$ cat src/pds_pkg.sv
// ----------------------------------------------------------------------------
// pds_pkg
// Shared types and constants for the polyline direction snap block:
// configuration register indexes and reset values, the direction selector
// codes, and the command group passed from controller to datapath.
// ----------------------------------------------------------------------------
package pds_pkg;

    // Configuration register indexes
    localparam logic [2:0] CFG_SNAP_LIMIT = 3'd0;
    localparam logic [2:0] CFG_DIR_COUNT  = 3'd1;
    localparam logic [2:0] CFG_DIR_A_X    = 3'd2;
    localparam logic [2:0] CFG_DIR_A_Z    = 3'd3;
    localparam logic [2:0] CFG_DIR_B_X    = 3'd4;
    localparam logic [2:0] CFG_DIR_B_Z    = 3'd5;
    localparam logic [2:0] CFG_DIR_C_X    = 3'd6;
    localparam logic [2:0] CFG_DIR_C_Z    = 3'd7;

    localparam int CFG_INDEX_W = 3;
    localparam int CFG_DATA_W  = 31;

    // Configuration reset values
    localparam logic [30:0]        SNAP_LIMIT_RST = 31'd0;
    localparam logic [1:0]         DIR_COUNT_RST  = 2'd2;
    localparam logic signed [15:0] DIR_ONE        = 16'sd16384;
    localparam logic signed [15:0] DIR_ZERO       = 16'sd0;

    // Direction selector codes
    localparam logic [1:0] DIR_A = 2'd0;
    localparam logic [1:0] DIR_B = 2'd1;
    localparam logic [1:0] DIR_C = 2'd2;

    // Point payload widths
    localparam int COORD_W = 32;
    localparam int POINT_W = 2 * COORD_W;

    // Configuration register file contents
    typedef struct packed {
        logic [30:0]        snap_limit;
        logic [1:0]         dir_count;
        logic signed [15:0] dir_a_x;
        logic signed [15:0] dir_a_z;
        logic signed [15:0] dir_b_x;
        logic signed [15:0] dir_b_z;
        logic signed [15:0] dir_c_x;
        logic signed [15:0] dir_c_z;
    } cfg_t;

    // Controller to datapath commands
    typedef struct packed {
        logic       load_wr;     // write incoming point into the store
        logic       load_first;  // capture incoming point as the first point
        logic       seg_start;   // start point of the walk is the first point
        logic       rd_en;       // read the store
        logic       end_first;   // segment end point comes from the first point
        logic       diff;        // latch end point and segment difference
        logic       dir_mul;     // multiply difference by one direction
        logic       dir_acc;     // sum products and keep the best direction
        logic       dir_first;   // first direction of the search
        logic [1:0] dir_sel;     // direction under test
        logic       proj;        // round the best dot product
        logic       move;        // multiply projection by the normal
        logic       round;       // round the move components
        logic       abs_chk;     // component limit check and squares
        logic       limit;       // squared length limit check
        logic       update;      // write back the end point
        logic       out_load;    // load the output register from the store
    } cmd_t;

endpackage

$ cat src/pds_ctrl.sv
// ----------------------------------------------------------------------------
// pds_ctrl
// Controller: loads points, walks the segments and the directions, steps the
// datapath through each segment, then emits the stored points in order.
// ----------------------------------------------------------------------------
module pds_ctrl
    import pds_pkg::*;
#(
    parameter int MAX_POINTS = 64
) (
    input  logic                          clk,
    input  logic                          rst_n,
    input  logic [1:0]                    dir_count,
    input  logic                          s_tvalid,
    output logic                          s_tready,
    input  logic                          s_tlast,
    output logic                          m_tvalid,
    input  logic                          m_tready,
    output logic                          m_tlast,
    input  logic                          zero_seg,
    output cmd_t                          cmd,
    output logic [$clog2(MAX_POINTS)-1:0] rd_addr,
    output logic [$clog2(MAX_POINTS)-1:0] wr_addr
);

    localparam int ADDR_W = $clog2(MAX_POINTS);
    localparam int CNT_W  = $clog2(MAX_POINTS + 1);
    localparam logic [CNT_W-1:0] MAX_CNT = CNT_W'(MAX_POINTS);
    localparam logic [CNT_W-1:0] CNT_ONE = CNT_W'(1);

    typedef enum logic [13:0] {
        ST_LOAD      = 14'b00_0000_0000_0001,
        ST_SEG_RD    = 14'b00_0000_0000_0010,
        ST_SEG_DIFF  = 14'b00_0000_0000_0100,
        ST_DIR_MUL   = 14'b00_0000_0000_1000,
        ST_DIR_ACC   = 14'b00_0000_0001_0000,
        ST_PROJ      = 14'b00_0000_0010_0000,
        ST_MOVE      = 14'b00_0000_0100_0000,
        ST_ROUND     = 14'b00_0000_1000_0000,
        ST_ABS       = 14'b00_0001_0000_0000,
        ST_LIMIT     = 14'b00_0010_0000_0000,
        ST_UPDATE    = 14'b00_0100_0000_0000,
        ST_EMIT_RD   = 14'b00_1000_0000_0000,
        ST_EMIT_LD   = 14'b01_0000_0000_0000,
        ST_EMIT_WAIT = 14'b10_0000_0000_0000
    } state_t;

    state_t           state_reg, state_next;
    logic [CNT_W-1:0] count_reg, count_next;
    logic [CNT_W-1:0] n_reg, n_next;
    logic [CNT_W-1:0] j_reg, j_next;
    logic [CNT_W-1:0] e_reg, e_next;
    logic [1:0]       k_reg, k_next;
    logic             wrap_reg, wrap_next;
    logic             out_valid_reg, out_valid_next;
    logic             out_last_reg, out_last_next;

    logic             in_xfer;
    logic             full;
    logic [CNT_W-1:0] j_inc;
    logic [CNT_W-1:0] e_inc;
    logic [1:0]       dir_eff;
    logic [1:0]       k_inc;

    assign in_xfer = s_tvalid && (state_reg == ST_LOAD);
    assign full    = (count_reg == MAX_CNT);
    assign j_inc   = j_reg + CNT_ONE;
    assign e_inc   = e_reg + CNT_ONE;
    assign dir_eff = (dir_count == 2'd0) ? 2'd1 : dir_count;
    assign k_inc   = k_reg + 2'd1;

    // Next state and command decode
    always_comb
    begin
        state_next     = state_reg;
        count_next     = count_reg;
        n_next         = n_reg;
        j_next         = j_reg;
        e_next         = e_reg;
        k_next         = k_reg;
        wrap_next      = wrap_reg;
        out_valid_next = out_valid_reg;
        out_last_next  = out_last_reg;
        cmd            = '0;
        cmd.dir_sel    = k_reg;
        rd_addr        = j_inc[ADDR_W-1:0];
        wr_addr        = count_reg[ADDR_W-1:0];

        unique case (state_reg)
            ST_LOAD:
            begin
                // Store points until the last one, drop them once full
                if (in_xfer)
                begin
                    cmd.load_wr    = !full;
                    cmd.load_first = (count_reg == '0);
                    if (!full)
                    begin
                        count_next = count_reg + CNT_ONE;
                    end
                    if (s_tlast)
                    begin
                        n_next     = full ? count_reg : count_reg + CNT_ONE;
                        count_next = '0;
                        j_next     = '0;
                        state_next = ST_SEG_RD;
                    end
                end
            end
            ST_SEG_RD:
            begin
                cmd.rd_en     = 1'b1;
                cmd.seg_start = (j_reg == '0);
                wrap_next     = (j_inc == n_reg);
                state_next    = ST_SEG_DIFF;
            end
            ST_SEG_DIFF:
            begin
                cmd.diff      = 1'b1;
                cmd.end_first = wrap_reg;
                k_next        = DIR_A;
                state_next    = ST_DIR_MUL;
            end
            ST_DIR_MUL:
            begin
                // Skip a zero-length segment
                if (zero_seg)
                begin
                    state_next = ST_UPDATE;
                end
                else
                begin
                    cmd.dir_mul = 1'b1;
                    state_next  = ST_DIR_ACC;
                end
            end
            ST_DIR_ACC:
            begin
                cmd.dir_acc   = 1'b1;
                cmd.dir_first = (k_reg == DIR_A);
                if (k_inc >= dir_eff)
                begin
                    state_next = ST_PROJ;
                end
                else
                begin
                    k_next     = k_inc;
                    state_next = ST_DIR_MUL;
                end
            end
            ST_PROJ:
            begin
                cmd.proj   = 1'b1;
                state_next = ST_MOVE;
            end
            ST_MOVE:
            begin
                cmd.move   = 1'b1;
                state_next = ST_ROUND;
            end
            ST_ROUND:
            begin
                cmd.round  = 1'b1;
                state_next = ST_ABS;
            end
            ST_ABS:
            begin
                cmd.abs_chk = 1'b1;
                state_next  = ST_LIMIT;
            end
            ST_LIMIT:
            begin
                cmd.limit  = 1'b1;
                state_next = ST_UPDATE;
            end
            ST_UPDATE:
            begin
                // Write back the end point, wrap to the first point last
                cmd.update = 1'b1;
                wr_addr    = wrap_reg ? '0 : j_inc[ADDR_W-1:0];
                if (wrap_reg)
                begin
                    e_next     = '0;
                    state_next = ST_EMIT_RD;
                end
                else
                begin
                    j_next     = j_inc;
                    state_next = ST_SEG_RD;
                end
            end
            ST_EMIT_RD:
            begin
                cmd.rd_en  = 1'b1;
                rd_addr    = e_reg[ADDR_W-1:0];
                state_next = ST_EMIT_LD;
            end
            ST_EMIT_LD:
            begin
                cmd.out_load   = 1'b1;
                out_valid_next = 1'b1;
                out_last_next  = (e_inc == n_reg);
                state_next     = ST_EMIT_WAIT;
            end
            ST_EMIT_WAIT:
            begin
                // Hold the point until the transfer completes
                if (m_tready)
                begin
                    out_valid_next = 1'b0;
                    if (out_last_reg)
                    begin
                        state_next = ST_LOAD;
                    end
                    else
                    begin
                        e_next     = e_inc;
                        state_next = ST_EMIT_RD;
                    end
                end
            end
            default:
            begin
                state_next = ST_LOAD;
            end
        endcase
    end

    // Control registers
    always_ff @(posedge clk or negedge rst_n)
    begin
        if (!rst_n)
        begin
            state_reg     <= ST_LOAD;
            count_reg     <= '0;
            n_reg         <= '0;
            j_reg         <= '0;
            e_reg         <= '0;
            k_reg         <= DIR_A;
            wrap_reg      <= 1'b0;
            out_valid_reg <= 1'b0;
            out_last_reg  <= 1'b0;
        end
        else
        begin
            state_reg     <= state_next;
            count_reg     <= count_next;
            n_reg         <= n_next;
            j_reg         <= j_next;
            e_reg         <= e_next;
            k_reg         <= k_next;
            wrap_reg      <= wrap_next;
            out_valid_reg <= out_valid_next;
            out_last_reg  <= out_last_next;
        end
    end

    assign s_tready = (state_reg == ST_LOAD);
    assign m_tvalid = out_valid_reg;
    assign m_tlast  = out_last_reg;

endmodule

$ cat config.mk
export PLATFORM = sky130hd
export DESIGN_NAME = pds_ctrl
export DESIGN_NICKNAME = d
export VERILOG_FILES = /design/src/pds_pkg.sv /design/src/pds_ctrl.sv
export SDC_FILE = /design/constraint.sdc
export NUM_CORES = 1
export LEC_CHECK = 0
export BUFFER_PORTS_ARGS = -buffer_cell sky130_fd_sc_hd__buf_2
export CORE_ASPECT_RATIO = 0.9
export CORE_MARGIN = 5
export CORE_UTILIZATION = 60
export CTS_CLUSTER_SIZE = 40
export DETAILED_ROUTE_END_ITERATION = 6
export PLACE_DENSITY = 0.82
export SLEW_MARGIN = 10
export SYNTH_ARGS = -nofsm -noshare
export SYNTH_HDL_FRONTEND = slang
export SYNTH_SLANG_ARGS = --single-unit
$ cat constraint.sdc
create_clock -name clk -period 3.86 [get_ports clk]
set_input_delay 0.193 -clock clk [delete_from_list [all_inputs] [get_ports clk]]
set_output_delay 0.193 -clock clk [all_outputs]
set_load 0.1 [all_outputs]
==> metrics.yaml, run 1 <==
outcome:
  status: "finished clean"
global_route:
  antenna_found_initial: 0
  grt_first_pass_wirelength_mm: 12.6
  met3_usage_pct: 3.32
  grt_util_all_layers_pct: 22.9
  grt_max_degree: 48
  grt-busiest-layer: "met2"
  grtUsageMet1_pct: 32.4
  grt_pass1_vias: 2603
  met2_usage_pct: 36.9
  overflow: 0
worst_hold_path:
  worstHoldStart: "zero_seg"
  holdPathStages: 2
  min_to: "state_reg[4]"
  hp-class: "in2reg"
drt:
  routed_wl_mm: 7.33
  drt-initial-drc-count: 201
  num_vias: 2785
  drcViolationCount: 0
  postRouteAntennaNets: 0
  wl_per_cell_um: 16.0
  via_per_inst: 6.07
  dr.pass1.iters: 4
worst_setup_path:
  critPathMaxFanout: 13
  path_buf_inv: 1
  reg2regPathDepth: 5
  required_ps: 3670
  r2r-end: "e_reg[6]"
  critPathTopFamily: "simple AND/OR/NAND/NOR gates"
  critical_path.startpoint_type: "flip-flop"
  path_class: "reg2out"
  cp_slowest_cell: "or4_4"
  reg2reg_slack_ps: 1460
  end_kind: "output pin"
  cpPeakStageDelay_ps: 580
  arrival_ps: 2850
  crit_chain: "or4_4, nor2_1, nand3_2, or3b_1, o21ai_1, buf_2"
  timing.rr.start: "state_reg[3]"
clock_network:
  clk_path_buf_depth: 2
  cts_sinks: 47
  insertion_delay_ps: 310
  cts-root-buf: "clkbuf_8"
  cts.htree.levels: 2
  numCtsBuffers: 5
  cts-resized-gates: 0
  clkTransAtPathRegs_ps: 80
  cts_tree: "built"
  cts_setup_buffers: 0
  ctsHoldBuffers: 0
power:
  leakagePower_nw: 1.68
  peakVddDrop_v: 0.000388
  p_total_mw: 1.72
  power_density_mw_per_mm2: 491
die:
  core_mm2: 0.00519
  row_count: 25
  initial_core_util_pct: 61.2
  die_x_um: 86.7
  fp.dieH_um: 79.1
  dieArea_mm2: 0.00686
  ioPinCount: 41
layout:
  syn2layout_area_growth_pct: 10.2
  drive_gt1_share_pct: 19.6
  layout_common_cells: "dfrtp_1, buf_2, nand2_1, nor2_1, o21ai_0"
  final_common_cell: "dfrtp_1"
  utilization_pct: 67.5
  largest_reg_flops: 14
  final_net_count: 407
  antennaDiodeCount: 0
timing:
  maxSlewViolCount: 0
  period_needed_ps: 3050
  timing.fmax_mhz: 328
  finClkSkew_ps: 11.9
  timing.final.ws_setup_ps: 812
  setup_viol: 0
  rsz0062_at_grt: "no"
  finalHoldViolCount: 0
  tightestPinTransition_ps: 1070
  fin_crit_sh_pct: 79.0
  timing.hold.ws_ps: 63.4
  max_slew_margin_pct: 28.4
synthesis:
  syn_area_per_cell_um2: 8.69
  synthCells: 366
  async_flop_share_pct: 100
  synth-seq-cells: 47
  netlist_area_mm2: 0.00318
  syn_nets: 382
  ys.flop_type: "dfrtp_1"
  synth_warnings: 0
  yosysSeqAreaShare_pct: 37.0
  ys_types: 62
  synth_edf_count: 0
place:
  dp_slack_ps: 1180
  port_buffers: 40
  gp_congestion: 0.954
  dp_hpwl_mm: 5.49
run:
  cap_viol_max_count: 0
-- cell families (layout without fill, tap and decap cells) --
family,count (synthesis),in the layout,synth area share [%]
AND/OR/NAND/NOR,156,156,28.5
AO/OA/AOI/OAI,79,79,16.2
flip-flops,47,47,37.0
buffers and inverters,42,68,5.31
XOR/XNOR,27,27,7.44
adder cells (fa/ha/maj),8,8,3.15
multiplexers,7,7,2.44
-- final cells by class --
class,instances,area [µm²]
tap,67,83.8
clock buffer,8,100
timing repair buffer,40,200
fill,449,1690
multi-input combinational,277,1870
sequential,47,1180
inverter,20,75.1
-- per-stage QoR --
stage	cells	TNS (ps)	area, µm²
after floorplan	366	-1180	3210
after global placement	451	0	3400
after detailed placement	451	0	3400
after CTS	459	0	3500
after global routing	459	0	3500
final	459	0	3500
-- worst max path at each step --
stage                     slack [ps]     startpoint  cells after the start         end
after global placement          1230  state_reg[13]                      6  wr_addr[1]
after detailed placement        1180  state_reg[13]                      6  wr_addr[1]
final                            810  state_reg[13]                      6  wr_addr[1]
after CTS                        830  state_reg[13]                      6  wr_addr[1]
after global routing             680   state_reg[6]                      5  rd_addr[4]
after floorplan                 -590   state_reg[9]                      4      cmd[4]
-- Yosys cell counts (2+ instances only) --
master	number	area (µm²)
nand2b_1	11	68.8
nor3_1	7	35.0
o2111ai_1	2	17.5
nor2b_1	4	25.0
nor4b_1	5	43.8
buf_2	3	15.0
and3_1	10	62.6
a21boi_0	2	15.0
nand3b_1	2	15.0
buf_1	3	11.3
inv_1	20	75.1
or4_4	2	22.5
a22oi_1	2	15.0
a21oi_1	11	55.1
nand3_1	16	80.1
o21ai_1	7	35.0
o21ai_0	24	120
nor2_1	25	93.8
xor2_1	11	96.3
nand4_1	6	37.5
nor4_1	11	68.8
a31o_2	2	17.5
a31oi_1	2	12.5
or3_1	4	25.0
mux2_2	6	67.6
xnor2_1	16	140
nand3_2	2	20.0
clkbuf_1	15	56.3
dfrtp_1	46	1150
o31ai_1	15	113
or4_1	4	30.0
nor4_2	2	25.0
nand2_1	27	101
o21a_1	2	15.0
or2_1	2	12.5
and2_1	3	18.8
nor2_2	2	12.5
ha_1	8	100
-- power by group --
group          switching (mW)  leakage [nW]  internal (mW)
Sequential             0.0899         0.637          0.552
Clock                   0.169        0.0515          0.164
Combinational           0.550         0.987          0.197
-- layer usage --
layer / wire length, µm / share of wire (%)
met5: 0 / 0
met4: 69 / 0.94
met3: 383 / 5.2
met2: 3420 / 47
met1: 3460 / 47
No activity file was read; power rests on OpenSTA's default activity.
==> run 2, diff against run 1 <==
Settings changed: CORE_UTILIZATION 60 to 53, PLACE_DENSITY 0.82 to 0.77.
Clock period 3.86 ns to 2.6 ns, I/O delays scaled along.
==> run 2 against run 1 <==
Sequential share of layout area is 5.3 points lower. Critical path depth up 1. Largest cell class unchanged. Total power grew 62%. Routed wire length rose by 14%. Die area up 12%. The run now ends with setup timing left. Combinational power grew 82%. Clock-buffer cell count is 1 lower. Cell count grew 6.1%. Clock skew decreased by 3.7 ps. Highest routed layer unchanged. Sequential cell count is the same. First-iteration DRC count up 23%.
==> metrics.yaml, run 2 (synthesized netlist as in run 1, its figures left out) <==
place:
  gp_congestion: 0.949  # -0.53%
  dp_slack_ps: 155  # -1030 ps
  dp_hpwl_mm: 6.29  # +14%
  port_buffers: 40  # unchanged
  dpl_cell_area_mm2: 0.00394  # +16%
worst_setup_path:
  critical_path.startpoint_type: "flip-flop"
  cpMostUsedCell: "buf_4"
  crit_chain: "or4_4, buf_4, nor2_4, nand3_4, buf_4, o31ai_2, buf_12"
  end_kind: "output pin"
  required_ps: 2470  # -1200 ps
  critPathMaxFanout: 7  # -6
  cpPeakStageDelay_ps: 570  # about the same
  arrival_ps: 2470  # -380 ps
  path_class: "reg2out"
  cp_slowest_cell: "or4_4"
global_route:
  grt_util_all_layers_pct: 22.0  # -0.89 points
  grt_pass1_vias: 2836  # +9.0%
  antenna_found_initial: 0  # unchanged
  grt_first_pass_wirelength_mm: 13.9  # +10%
  overflow: 0  # unchanged
  grt_max_degree: 30  # -38%
run:
  cap_viol_max_count: 0  # unchanged
layout:
  multi_input_area_mm2: 0.00207  # +11%
  fin_area_mm2: 0.00420  # +20%
  final_common_cell: "dfrtp_1"
  final_net_count: 432  # +6.1%
  antennaDiodeCount: 0  # unchanged
  layout_common_cells: "dfrtp_1, nand2_1, buf_4, o21ai_0"
  nFillCells: 414  # -7.8%
  syn2layout_area_growth_pct: 32.0
  seqCellArea_mm2: 0.00119  # +0.74%
  drive_gt1_share_pct: 31.7  # +12 points
  largest_reg_flops: 14  # unchanged
timing:
  timing.fmax_mhz: 384
  setup_viol: 1  # +1
  rsz0062_at_grt: "yes"
  max_slew_margin_pct: 54.4  # +26 points
  final.setup.tns_ps: -2.78  # -2.78 ps
  maxSlewViolCount: 0  # unchanged
  tightestPinTransition_ps: 677  # -398 ps
  fin_crit_sh_pct: 100
  timing.hold.ws_ps: 24.7  # -38.7 ps
  period_needed_ps: 2600
  finalHoldViolCount: 0  # unchanged
  finClkSkew_ps: 8.22  # -3.67 ps
  timing.final.ws_setup_ps: -2.78  # -815 ps
die:
  row_count: 26  # +4.0%
  core_mm2: 0.00576  # +11%
  dieArea_mm2: 0.00765  # +12%
  ioPinCount: 41  # unchanged
  fp.dieH_um: 83.5  # +5.6%
  initial_core_util_pct: 55.2  # -6.0 points
  die_x_um: 91.6  # +5.7%
clock_network:
  cts.htree.levels: 2  # unchanged
  numCtsBuffers: 5  # unchanged
  cts_sinks: 47  # unchanged
  insertion_delay_ps: 300  # about the same
  clk_path_buf_depth: 2  # unchanged
  cts_tree: "built"
  clkTransAtPathRegs_ps: 90  # about the same
  cts-root-buf: "clkbuf_8"
power:
  leakagePower_nw: 1.86  # +11%
  power_density_mw_per_mm2: 665  # +35%
  p_total_mw: 2.79  # +62%
  peakVddDrop_v: 0.000637  # +64%
drt:
  postRouteAntennaNets: 0  # unchanged
  drcViolationCount: 0  # unchanged
  wl_per_cell_um: 17.2  # +7.8%
  dr.pass1.iters: 5  # +1
  num_vias: 2966  # +6.5%
  routed_wl_mm: 8.39  # +14%
  via_per_inst: 6.09  # +0.38%
  drt-initial-drc-count: 248  # +23%
outcome:
  status: "complete, but fails checks"
  failed_checks: "setup timing"
worst_hold_path:
  hp-class: "in2reg"
## run 2: layer usage
metal	up-vias	GRT usage [%]	part of all wire, %
li1	1419	-	-
met1	1444	29.3	44
met2	96	37.6	50
met3	7	3.97	5.2
met4	0	4.38	0.70
met5	-	0	0
## run 2: area by class of cell
cell class              instances  area share, %
multi-input cells             277           49.3
clock inverters                 1          0.209
well taps                      70           2.09
repair buffers                 65           16.2
flip-flops and latches         47           28.3
inverters                      20           1.88
clock buffers                   7           2.06
## run 2: per-stage QoR
step,cells,utilization [%]
floorplan,366,-
global placement,466,68.4
detailed placement,466,68.4
CTS,476,70.8
global route,487,72.9
finish,487,72.9
## run 2: what timing repair did
action	CTS	global route
buffers inserted	1	11
hold endpoints to repair	17	0
resized for setup	6	14
pin swaps	1	8
endpoints found under the setup margin	12	9
hold buffers	1	0
## run 2: final timing paths
path,cells past startpoint,from,end,slack [ps]
setup / recovery,7,state_reg[8],wr_addr[4],-3
hold / removal,2,zero_seg,state_reg[4],20
setup reg to reg,6,j_reg[0],wrap_reg,130
hold reg to reg,2,m_tvalid,m_tvalid,560
max in group asynchronous,3,rst_n,count_reg[2],1560
min in group asynchronous,2,rst_n,m_tvalid,300
## run 2: worst max-delay path: cells and delay by family, from the launching register on
family / cells / cell delay, ps
buffers and inverters: 3 / 580
DFF: 1 / 440
and+or+nand+nor: 3 / 820
AOI/OAI and AO/OA: 1 / 330
## run 2: power by group
part	total (mW)	switching (mW)	internal, mW
combinational	1.36	0.891	0.466
clock	0.471	0.253	0.218
sequential	0.962	0.142	0.820
